$ cat src/hdl/rocd_pkg.sv
// Shared types, constants and helpers for the raw OPL capture stream decoder.
// No dependencies; the result queue and the decoder import this package.
package rocd_pkg;

   localparam int HEADER_BYTES = 26;
   localparam int MAP_ENTRIES  = 128;
   localparam int MAP_AW       = $clog2(MAP_ENTRIES);
   localparam int QUEUE_DEPTH  = 4;
   localparam int QUEUE_AW     = $clog2(QUEUE_DEPTH);

   // Result kinds on the response channel.
   typedef enum logic [1:0] {
      KIND_WRITE  = 2'd0,
      KIND_ACCEPT = 2'd1,
      KIND_REJECT = 2'd2
   } kind_type;

   // Decoder phase, one-hot.
   typedef enum logic [4:0] {
      PH_HEADER = 5'b00001,
      PH_MAP    = 5'b00010,
      PH_CODE   = 5'b00100,
      PH_VALUE  = 5'b01000,
      PH_TAIL   = 5'b10000
   } phase_type;

   typedef struct packed {
      kind_type    kind;
      logic [31:0] time_ms;
      logic [7:0]  reg_index;
      logic [7:0]  reg_value;
      logic [31:0] total_pairs;
      logic [31:0] total_writes;
      logic        last_of_run;
   } rsp_item_type;

   // Up to two results per accepted byte; a lone result always uses slot 0.
   typedef struct packed {
      logic         first_valid;
      logic         second_valid;
      rsp_item_type first;
      rsp_item_type second;
   } push_type;

   // File signature "DBRAWOPL".
   function automatic logic [7:0] sig_byte(input logic [2:0] idx);
      logic [7:0] val;
      unique case (idx)
         3'd0: val = 8'h44;
         3'd1: val = 8'h42;
         3'd2: val = 8'h52;
         3'd3: val = 8'h41;
         3'd4: val = 8'h57;
         3'd5: val = 8'h4F;
         3'd6: val = 8'h50;
         3'd7: val = 8'h4C;
         default: val = 8'h00;
      endcase
      return val;
   endfunction

endpackage

$ cat src/hdl/rocd_req_if.sv
// Byte input channel of the capture stream decoder: valid/ready plus payload.
// Stand-alone interface, no package dependency.
interface rocd_req_if;
   logic       valid;
   logic       ready;
   logic [7:0] data_byte;
   logic       end_of_file;

   modport source (output valid, output data_byte, output end_of_file, input ready);
   modport sink   (input valid, input data_byte, input end_of_file, output ready);
endinterface

$ cat src/hdl/rocd_rsp_if.sv
// Result channel of the capture stream decoder: valid/ready plus payload.
// Stand-alone interface, no package dependency.
interface rocd_rsp_if;
   logic        valid;
   logic        ready;
   logic [1:0]  kind;
   logic [31:0] time_ms;
   logic [7:0]  reg_index;
   logic [7:0]  reg_value;
   logic [31:0] total_pairs;
   logic [31:0] total_writes;
   logic        last_of_run;

   modport source (output valid, output kind, output time_ms, output reg_index,
                   output reg_value, output total_pairs, output total_writes,
                   output last_of_run, input ready);
   modport sink   (input valid, input kind, input time_ms, input reg_index,
                   input reg_value, input total_pairs, input total_writes,
                   input last_of_run, output ready);
endinterface

$ cat src/hdl/rocd_rsp_queue.sv
// Small result queue that takes up to two results per cycle and drives the
// response channel. Depends on rocd_pkg and rocd_rsp_if.
module rocd_rsp_queue (
   input  logic               clock,
   input  logic               reset,
   input  rocd_pkg::push_type push,
   output logic               can_take2,
   rocd_rsp_if.source         rsp_bus
);
   import rocd_pkg::*;

   rsp_item_type              entry_ff [QUEUE_DEPTH];
   logic [QUEUE_AW-1:0]       wr_ptr_ff, wr_ptr_in;
   logic [QUEUE_AW-1:0]       rd_ptr_ff, rd_ptr_in;
   logic [QUEUE_AW:0]         count_ff, count_in;
   logic                      pop;
   logic [QUEUE_AW:0]         n_push;
   rsp_item_type              head;

   assign pop       = rsp_bus.valid && rsp_bus.ready;
   assign n_push    = (QUEUE_AW+1)'(push.first_valid) + (QUEUE_AW+1)'(push.second_valid);
   assign can_take2 = (count_ff <= (QUEUE_AW+1)'(QUEUE_DEPTH - 2));

   always_comb begin
      wr_ptr_in = wr_ptr_ff + n_push[QUEUE_AW-1:0];
      rd_ptr_in = pop ? rd_ptr_ff + 1'b1 : rd_ptr_ff;
      count_in  = count_ff + n_push - (QUEUE_AW+1)'(pop);
   end

   always_ff @(posedge clock) begin
      if (reset) begin
         wr_ptr_ff <= '0;
         rd_ptr_ff <= '0;
         count_ff  <= '0;
      end else begin
         wr_ptr_ff <= wr_ptr_in;
         rd_ptr_ff <= rd_ptr_in;
         count_ff  <= count_in;
      end
   end

   always_ff @(posedge clock) begin
      if (push.first_valid) begin
         entry_ff[wr_ptr_ff] <= push.first;
      end
      if (push.second_valid) begin
         entry_ff[wr_ptr_ff + 1'b1] <= push.second;
      end
   end

   assign head = entry_ff[rd_ptr_ff];

   assign rsp_bus.valid        = (count_ff != '0);
   assign rsp_bus.kind         = head.kind;
   assign rsp_bus.time_ms      = head.time_ms;
   assign rsp_bus.reg_index    = head.reg_index;
   assign rsp_bus.reg_value    = head.reg_value;
   assign rsp_bus.total_pairs  = head.total_pairs;
   assign rsp_bus.total_writes = head.total_writes;
   assign rsp_bus.last_of_run  = head.last_of_run;

endmodule

$ cat src/hdl/raw_opl_capture_stream_decoder.sv
// Raw OPL capture stream decoder (version 2 layout).
// Depends on rocd_pkg, rocd_req_if, rocd_rsp_if and rocd_rsp_queue.
//
// Takes the capture file one byte per transfer and can accept a byte every
// clock cycle; the only thing that slows it is the result queue: req ready
// drops while the four-entry queue holds three or more results, i.e. when the
// consumer stalls. The 26-byte header is checked (signature, version 2, zero
// hardware/format/compression), the code map goes into a 128x8 synchronous
// RAM, then code/value pairs are walked. A code byte launches the map read;
// the registered read data is used when the value byte arrives, so the lookup
// never holds up the byte stream. Register writes are streamed as decoded; the
// byte flagged end_of_file adds an accept or reject verdict (last_of_run set
// on the final result of that byte). On reject, the consumer discards the
// writes already streamed for that file. No clearing pass after reset.
module raw_opl_capture_stream_decoder (
   input  logic       clock,
   input  logic       reset,
   rocd_req_if.sink   req_bus,
   rocd_rsp_if.source rsp_bus
);
   import rocd_pkg::*;

   // ---- per-file state ----
   phase_type   phase_ff, phase_in;
   logic [8:0]  pos_ff, pos_in;
   logic [31:0] pairs_ff, pairs_in;          // declared pair count
   logic [31:0] duration_ff, duration_in;    // declared duration
   logic [7:0]  short_code_ff, short_code_in;
   logic [7:0]  long_code_ff, long_code_in;
   logic [7:0]  map_len_ff, map_len_in;
   logic [31:0] left_ff, left_in;            // pairs still to walk
   logic [7:0]  pending_ff, pending_in;      // code byte of current pair
   logic [32:0] elapsed_ff, elapsed_in;      // saturating at all ones
   logic [31:0] writes_ff, writes_in;
   logic        error_ff, error_in;

   // ---- code map RAM ----
   logic [7:0]  map_mem [MAP_ENTRIES];
   logic [7:0]  map_rd_ff;
   logic        map_we;
   logic        map_re;

   // ---- datapath helpers ----
   logic        req_fire;
   logic [7:0]  b;
   logic        eof;
   logic        can_take2;
   logic        is_short;
   logic        is_long;
   logic [16:0] delta;
   logic [33:0] elapsed_sum;
   logic [31:0] left_dec;
   logic        emit_write;
   logic        accept_ok;
   rsp_item_type write_item;
   rsp_item_type verdict_item;
   push_type    push;

   assign req_fire      = req_bus.valid && req_bus.ready;
   assign req_bus.ready = can_take2;
   assign b             = req_bus.data_byte;
   assign eof           = req_bus.end_of_file;

   // Pair decode: short code wins when both delay codes are equal.
   assign is_short    = (pending_ff == short_code_ff);
   assign is_long     = (pending_ff == long_code_ff);
   assign delta       = is_short ? (17'({9'd0, b}) + 17'd1)
                                 : ((17'({9'd0, b}) + 17'd1) << 8);
   assign elapsed_sum = {1'b0, elapsed_ff} + {17'd0, delta};
   assign left_dec    = left_ff - 32'd1;

   always_comb begin
      phase_in      = phase_ff;
      pos_in        = pos_ff;
      pairs_in      = pairs_ff;
      duration_in   = duration_ff;
      short_code_in = short_code_ff;
      long_code_in  = long_code_ff;
      map_len_in    = map_len_ff;
      left_in       = left_ff;
      pending_in    = pending_ff;
      elapsed_in    = elapsed_ff;
      writes_in     = writes_ff;
      error_in      = error_ff;
      map_we        = 1'b0;
      map_re        = 1'b0;
      emit_write    = 1'b0;

      if (req_fire) begin
         unique case (phase_ff)
            PH_HEADER: begin
               case (pos_ff) inside
                  [9'd0:9'd7]: begin
                     if (b != sig_byte(pos_ff[2:0])) error_in = 1'b1;
                  end
                  9'd8: begin
                     if (b != 8'd2) error_in = 1'b1;
                  end
                  [9'd9:9'd11], [9'd20:9'd22]: begin
                     if (b != 8'd0) error_in = 1'b1;
                  end
                  [9'd12:9'd15]: pairs_in[8*pos_ff[1:0] +: 8] = b;
                  [9'd16:9'd19]: duration_in[8*pos_ff[1:0] +: 8] = b;
                  9'd23: short_code_in = b;
                  9'd24: long_code_in = b;
                  default: map_len_in = b;
               endcase
               pos_in = pos_ff + 9'd1;
               if (pos_ff == 9'(HEADER_BYTES - 1)) begin
                  pos_in = '0;
                  if (error_in) begin
                     phase_in = PH_TAIL;
                  end else if (map_len_in != 8'd0) begin
                     phase_in = PH_MAP;
                  end else begin
                     left_in  = pairs_ff;
                     phase_in = (pairs_ff != '0) ? PH_CODE : PH_TAIL;
                  end
               end
            end
            PH_MAP: begin
               // entries past the RAM depth are read and dropped
               map_we = (pos_ff < 9'(MAP_ENTRIES));
               pos_in = pos_ff + 9'd1;
               if (pos_in >= {1'b0, map_len_ff}) begin
                  pos_in   = '0;
                  left_in  = pairs_ff;
                  phase_in = (pairs_ff != '0) ? PH_CODE : PH_TAIL;
               end
            end
            PH_CODE: begin
               pending_in = b;
               phase_in   = PH_VALUE;
               map_re     = 1'b1;
               if (b != short_code_ff && b != long_code_ff) begin
                  // bad code, code past the map, or write after 32-bit time
                  if (b[7] || b >= map_len_ff || {1'b0, b} >= 9'(MAP_ENTRIES) ||
                      elapsed_ff[32]) begin
                     error_in = 1'b1;
                     phase_in = PH_TAIL;
                  end
               end
            end
            PH_VALUE: begin
               if (is_short || is_long) begin
                  elapsed_in = elapsed_sum[33] ? '1 : elapsed_sum[32:0];
               end else begin
                  emit_write = 1'b1;
                  writes_in  = writes_ff + 32'd1;
               end
               left_in  = left_dec;
               phase_in = (left_dec != '0) ? PH_CODE : PH_TAIL;
            end
            PH_TAIL: phase_in = PH_TAIL;
            default: phase_in = PH_TAIL;
         endcase
      end
   end

   // Verdict uses the state as left by this byte.
   assign accept_ok = !error_in && (phase_in == PH_TAIL) &&
                      (elapsed_in == {1'b0, duration_in});

   always_comb begin
      write_item              = '0;
      write_item.kind         = KIND_WRITE;
      write_item.time_ms      = elapsed_ff[31:0];
      write_item.reg_index    = map_rd_ff;
      write_item.reg_value    = b;
      write_item.last_of_run  = !eof;

      verdict_item             = '0;
      verdict_item.last_of_run = 1'b1;
      if (accept_ok) begin
         verdict_item.kind         = KIND_ACCEPT;
         verdict_item.time_ms      = duration_in;
         verdict_item.total_pairs  = pairs_in;
         verdict_item.total_writes = writes_in;
      end else begin
         verdict_item.kind = KIND_REJECT;
      end

      push.first_valid  = req_fire && (emit_write || eof);
      push.second_valid = req_fire && emit_write && eof;
      push.first        = emit_write ? write_item : verdict_item;
      push.second       = verdict_item;
   end

   always_ff @(posedge clock) begin
      if (reset || (req_fire && eof)) begin
         phase_ff      <= PH_HEADER;
         pos_ff        <= '0;
         pairs_ff      <= '0;
         duration_ff   <= '0;
         short_code_ff <= '0;
         long_code_ff  <= '0;
         map_len_ff    <= '0;
         left_ff       <= '0;
         pending_ff    <= '0;
         elapsed_ff    <= '0;
         writes_ff     <= '0;
         error_ff      <= 1'b0;
      end else begin
         phase_ff      <= phase_in;
         pos_ff        <= pos_in;
         pairs_ff      <= pairs_in;
         duration_ff   <= duration_in;
         short_code_ff <= short_code_in;
         long_code_ff  <= long_code_in;
         map_len_ff    <= map_len_in;
         left_ff       <= left_in;
         pending_ff    <= pending_in;
         elapsed_ff    <= elapsed_in;
         writes_ff     <= writes_in;
         error_ff      <= error_in;
      end
   end

   // Map RAM: written during the map phase, read on each code byte.
   always_ff @(posedge clock) begin
      if (map_we) begin
         map_mem[pos_ff[MAP_AW-1:0]] <= b;
      end
      if (map_re) begin
         map_rd_ff <= map_mem[b[MAP_AW-1:0]];
      end
   end

   rocd_rsp_queue u_rsp_queue (
      .clock     (clock),
      .reset     (reset),
      .push      (push),
      .can_take2 (can_take2),
      .rsp_bus   (rsp_bus)
   );

`ifndef ASSERT_OFF
   // A byte flagged end_of_file always leaves the decoder at a fresh header.
   a_eof_restart: assert property (@(posedge clock) disable iff (reset)
      req_fire && eof |=> phase_ff == PH_HEADER && pos_ff == '0 && !error_ff)
      else $error("decoder not restarted after end of file");

   // The write count only moves on a value byte or a file restart.
   a_writes_hold: assert property (@(posedge clock) disable iff (reset)
      !(req_fire && (phase_ff == PH_VALUE || eof)) |=> $stable(writes_ff))
      else $error("write count changed without a value byte");

   // Back-pressure only while results are waiting.
   a_stall_has_results: assert property (@(posedge clock) disable iff (reset)
      !req_bus.ready |-> rsp_bus.valid)
      else $error("input stalled with empty result queue");
`endif

endmodule
$ cat src/flat_wrapper.sv
// flat-port wrapper written by rule: the top's interface ports become plain ports
module raw_opl_capture_stream_decoder_flat import rocd_pkg::*;
  (clock, reset, req_bus_valid, req_bus_data_byte, req_bus_end_of_file, req_bus_ready, rsp_bus_valid, rsp_bus_kind, rsp_bus_time_ms, rsp_bus_reg_index, rsp_bus_reg_value, rsp_bus_total_pairs, rsp_bus_total_writes, rsp_bus_last_of_run, rsp_bus_ready);
  rocd_req_if req_bus_i ();
  rocd_rsp_if rsp_bus_i ();
  input  logic clock;
  input  logic reset;
  input wire logic [$bits(req_bus_i.valid)-1:0] req_bus_valid;
  input wire logic [$bits(req_bus_i.data_byte)-1:0] req_bus_data_byte;
  input wire logic [$bits(req_bus_i.end_of_file)-1:0] req_bus_end_of_file;
  output wire logic [$bits(req_bus_i.ready)-1:0] req_bus_ready;
  output wire logic [$bits(rsp_bus_i.valid)-1:0] rsp_bus_valid;
  output wire logic [$bits(rsp_bus_i.kind)-1:0] rsp_bus_kind;
  output wire logic [$bits(rsp_bus_i.time_ms)-1:0] rsp_bus_time_ms;
  output wire logic [$bits(rsp_bus_i.reg_index)-1:0] rsp_bus_reg_index;
  output wire logic [$bits(rsp_bus_i.reg_value)-1:0] rsp_bus_reg_value;
  output wire logic [$bits(rsp_bus_i.total_pairs)-1:0] rsp_bus_total_pairs;
  output wire logic [$bits(rsp_bus_i.total_writes)-1:0] rsp_bus_total_writes;
  output wire logic [$bits(rsp_bus_i.last_of_run)-1:0] rsp_bus_last_of_run;
  input wire logic [$bits(rsp_bus_i.ready)-1:0] rsp_bus_ready;
  assign req_bus_i.valid = req_bus_valid;
  assign req_bus_i.data_byte = req_bus_data_byte;
  assign req_bus_i.end_of_file = req_bus_end_of_file;
  assign req_bus_ready = req_bus_i.ready;
  assign rsp_bus_valid = rsp_bus_i.valid;
  assign rsp_bus_kind = rsp_bus_i.kind;
  assign rsp_bus_time_ms = rsp_bus_i.time_ms;
  assign rsp_bus_reg_index = rsp_bus_i.reg_index;
  assign rsp_bus_reg_value = rsp_bus_i.reg_value;
  assign rsp_bus_total_pairs = rsp_bus_i.total_pairs;
  assign rsp_bus_total_writes = rsp_bus_i.total_writes;
  assign rsp_bus_last_of_run = rsp_bus_i.last_of_run;
  assign rsp_bus_i.ready = rsp_bus_ready;
  raw_opl_capture_stream_decoder u_core (.clock(clock), .reset(reset), .req_bus(req_bus_i), .rsp_bus(rsp_bus_i));
endmodule
$ cat config.mk
export PLATFORM = sky130hd
export DESIGN_NAME = raw_opl_capture_stream_decoder_flat
export DESIGN_NICKNAME = d
export VERILOG_FILES = /design/src/hdl/rocd_pkg.sv /design/src/hdl/rocd_req_if.sv /design/src/hdl/rocd_rsp_if.sv /design/src/hdl/rocd_rsp_queue.sv /design/src/hdl/raw_opl_capture_stream_decoder.sv /design/src/flat_wrapper.sv
export SDC_FILE = /design/constraint.sdc
export NUM_CORES = 2
export LEC_CHECK = 0
export BUFFER_PORTS_ARGS = -buffer_cell sky130_fd_sc_hd__buf_4
export CAP_MARGIN = 5
export CELL_PAD_IN_SITES_DETAIL_PLACEMENT = 0
export CELL_PAD_IN_SITES_GLOBAL_PLACEMENT = 2
export CORE_MARGIN = 8
export CORE_UTILIZATION = 50
export CTS_CLUSTER_DIAMETER = 60
export DETAILED_ROUTE_END_ITERATION = 16
export HOLD_SLACK_MARGIN = 0.08
export PLACE_DENSITY = 0.95
export SYNTH_ARGS = -nofsm -noshare
export SYNTH_HDL_FRONTEND = slang
export SYNTH_SLANG_ARGS = --single-unit
$ cat constraint.sdc
create_clock -name clock -period 9.3 [get_ports clock]
set_input_delay 0 -clock clock [delete_from_list [all_inputs] [get_ports clock]]
set_output_delay 0 -clock clock [all_outputs]
set_load 0.02 [all_outputs]
==> results_dict.tcl <==
set metrics [dict create \
    final-hold-violation-count 0 \
    syn_inst 4975 \
    cts_max_level 4 \
    place_congestion 0.977 \
    initial_core_util_pct 50.4 \
    highest_layer "met5" \
    dp_hpwl_mm 118 \
    slowest_stage "a2111oi_0" \
    nets 5062 \
    portBuffers 129 \
    syn_to_final_growth_pct 11.6 \
    grt_pass1_vias 44700 \
    fin_crit_ns 7.46 \
    wirelength_mm 198 \
    route.met2.wl_mm 94.9 \
    finalMaxSlewViolations 0 \
    core_sq_mm 0.148 \
    syn_area_sq_mm 0.0744 \
    dieArea_sq_mm 0.161 \
    critPathMaxFanout 163 \
    vdd_ir_drop_max_v 0.000184 \
    die_y_microns 402 \
    dpl_cell_area_sq_mm 0.0770 \
    slew_headroom_pct 19.5 \
    met3WireLength_mm 17.0 \
    synth_edf_count 1424 \
    synth_ff_type "edfxtp_1" \
    clock_latency_ns 0.86 \
    avgSynthCellArea_sq_um 15.0 \
    met1_length_mm 78.1 \
    path_class "reg2reg" \
    synth_common_cells "edfxtp_1 (1424), mux4_2 (451), nor2_1 (431)" \
    final_cells 7076 \
    dpl_worst_slack_ns 1.99 \
    fp-row-count 141 \
    ys_seq_area_share_pct 65.2 \
    clkTransAtPathRegs_ns 0.06 \
    tightestPinTransition_ns 1.19 \
    drt_pass1_iterations 6 \
    yosysMostFrequentCell "edfxtp_1" \
    synth_top_area_share_pct 57.4 \
    grt_pass1_wl_mm 297 \
    finish.instance_area_sq_mm 0.0831 \
    post_cts.repair.setup_buffers 0 \
    power_density_mw_per_mm2 212 \
    cpMostUsedCell "nor3_1" \
    status "complete, no violations" \
    synth_warnings 0 \
    hold_path.class "in2reg" \
    drc_errors 0 \
    via_per_inst 6.42 \
    finalSetupViolations 0 \
    ys_types 84 \
    p_leak_nw 26.3 \
    synth_top_area_cell "edfxtp_1" \
    clockRootBuffer "clkbuf_16" \
    ioPinCount 130 \
    timing.final.crit_share_pct 80.2 \
    synth_area_leaders "edfxtp_1 (57%), mux4_2 (14%), dfxtp_1 (7.8%)" \
    ctsLongestPathBuffers 3 \
    rsz0062_at_grt "no" \
    startpoint_type "register" \
    numCtsBuffers 174 \
    cpPeakStageDelay_ns 0.92 \
    fin_skew_ns 0.0791 \
    async_flop_share_pct 0 \
    grt.overflow.total 0 \
    fmax_mhz 134 \
    first_iter_violations 4918 \
    ys_ff_latch 1714 \
    postRouteAntennaNets 0 \
    cts_tree "built" \
    grt_usage_pct 23.9 \
    die_x_microns 402 \
    cap_violations 0 \
    path_cells "xnor2_1 -> nand4_1 -> nor2_1 -> a21oi_1 -> ha_1 -> nand2_1 -> o21ai_0 -> a31oi_1 -> a2111oi_0 -> o21ai_0 -> buf_4 -> nor3_1 -> mux2i_1 -> xnor2_1 -> nor3_1 -> buf_4 -> nand4bb_4 -> buf_12 -> nor3_1" \
    grt_max_degree 164 \
    cts.sinks 1714 \
    setup.worst_path.end_class "register" \
    routedWlPerCell_microns 28.0 \
    drive_above_1_share_pct 19.6 \
    synth_nets 5040 \
    fin_ws_ns 1.84 \
    critPathArrivalTime_ns 8.11 \
    power.total_w 0.0176 \
    critPathRequiredTime_ns 9.95 \
    vias 45400 \
    fillCellCount 11200 \
    place_inst 6736 \
    tns_ns 0 \
    antenna_found_initial 7 \
]
[critical path, delay by kind of cell, from the launching register on]
family	cells	cell delay (ns)
simple gates	7	2.57
compound gates	5	1.95
buf+inv	3	1.06
fa+ha+maj	1	0.49
xor+xnor	2	0.38
flops	1	0.34
mux	1	0.32
[where the power goes]
group | internal (W) | total (W) | switching (W)
combinational | 0.000784 | 0.00197 | 0.00119
sequential | 0.00838 | 0.00848 | 0.0000965
clock | 0.00406 | 0.00718 | 0.00311
[routing by layer]
layer	vias up	GRT usage (%)
met2	2247	38.7
met3	423	4.79
met4	8	9.39
met5	-	0
met1	23100	32.2
li1	19600	-
[logic make-up after synthesis]
| group | Yosys count | synth area share [%] |
|---|---|---|
| xor+xnor | 119 | 1.40 |
| simple gates | 1535 | 9.73 |
| compound gates | 600 | 5.63 |
| mux | 518 | 14.6 |
| flops | 1714 | 65.2 |
| buf+inv | 437 | 2.52 |
| fa+ha+maj | 52 | 0.894 |
[final cells by class]
type                            instances  area, sq um  share of cell area, %
Timing Repair Buffer                  237         1860                   2.24
Antenna cell                            2         5.00                0.00602
Multi-Input combinational cell       2824        24100                   29.0
Inverter                               46          183                  0.220
Clock inverter                        102         1280                   1.54
Tap cell                             1930         2410                   2.91
Clock buffer                          221         4670                   5.62
Sequential cell                      1714        48600                   58.4
[final timing paths]
kind	start	to	slack [ns]	depth (start not counted)
setup / recovery	u_core.short_code_ff[5]	u_core.u_rsp_queue.entry_ff[0][12]	1.84	19
hold / removal	req_bus_data_byte[0]	u_core.map_mem[96][0]	0.17	2
setup reg to reg	u_core.short_code_ff[5]	u_core.u_rsp_queue.entry_ff[0][12]	1.84	19
hold reg to reg	u_core.u_rsp_queue.entry_ff[2][0]	u_core.u_rsp_queue.entry_ff[2][0]	0.46	1
[through the flow]
stage	hold slack (ns)	util, %
floorplan	0.0989	-
global placement	0.290	52.1
detailed placement	0.291	52.1
CTS	0.111	56.2
global route	0.136	56.2
finish	0.169	56.2
[state kept, by name, indices dropped and copies added (netlist names), named ones only]
name / cells
u_core.u_rsp_queue.entry_ff: 460
u_core.writes_ff: 32
u_core.short_code_ff: 8
u_core.map_mem: 1024
u_core.u_rsp_queue.wr_ptr_ff: 2
u_core.long_code_ff: 8
u_core.elapsed_ff: 33
u_core.left_ff: 32
u_core.duration_ff: 32
u_core.u_rsp_queue.rd_ptr_ff: 2
u_core.pos_ff: 9
u_core.pending_ff: 8
u_core.map_rd_ff: 8
u_core.error_ff: 1
u_core.phase_ff: 5
u_core.map_len_ff: 8
u_core.pairs_ff: 32
u_core.u_rsp_queue.count_ff: 3
[layout by cell type (no fill, tap or decap), types with 41 or more instances in the layout]
cell type  instances
dfxtp_1          288
nand2_1          324
nor2_1           429
mux2i_1           46
nor3_1           309
xnor2_1           62
nand3_1          175
clkbuf_16        175
ha_1              50
o21ai_0           97
and2_1            54
edfxtp_1        1424
a21oi_1          105
nand4_1           51
mux4_2           451
a22o_1            66
nor4_1            41
o41ai_1           85
xor2_1            57
buf_4            215
[repair_timing]
action,CTS,global route
gates resized for setup,0,0
hold buffers,15,0
hold endpoints to repair,501,0
Power figures use the tool's default switching activity.
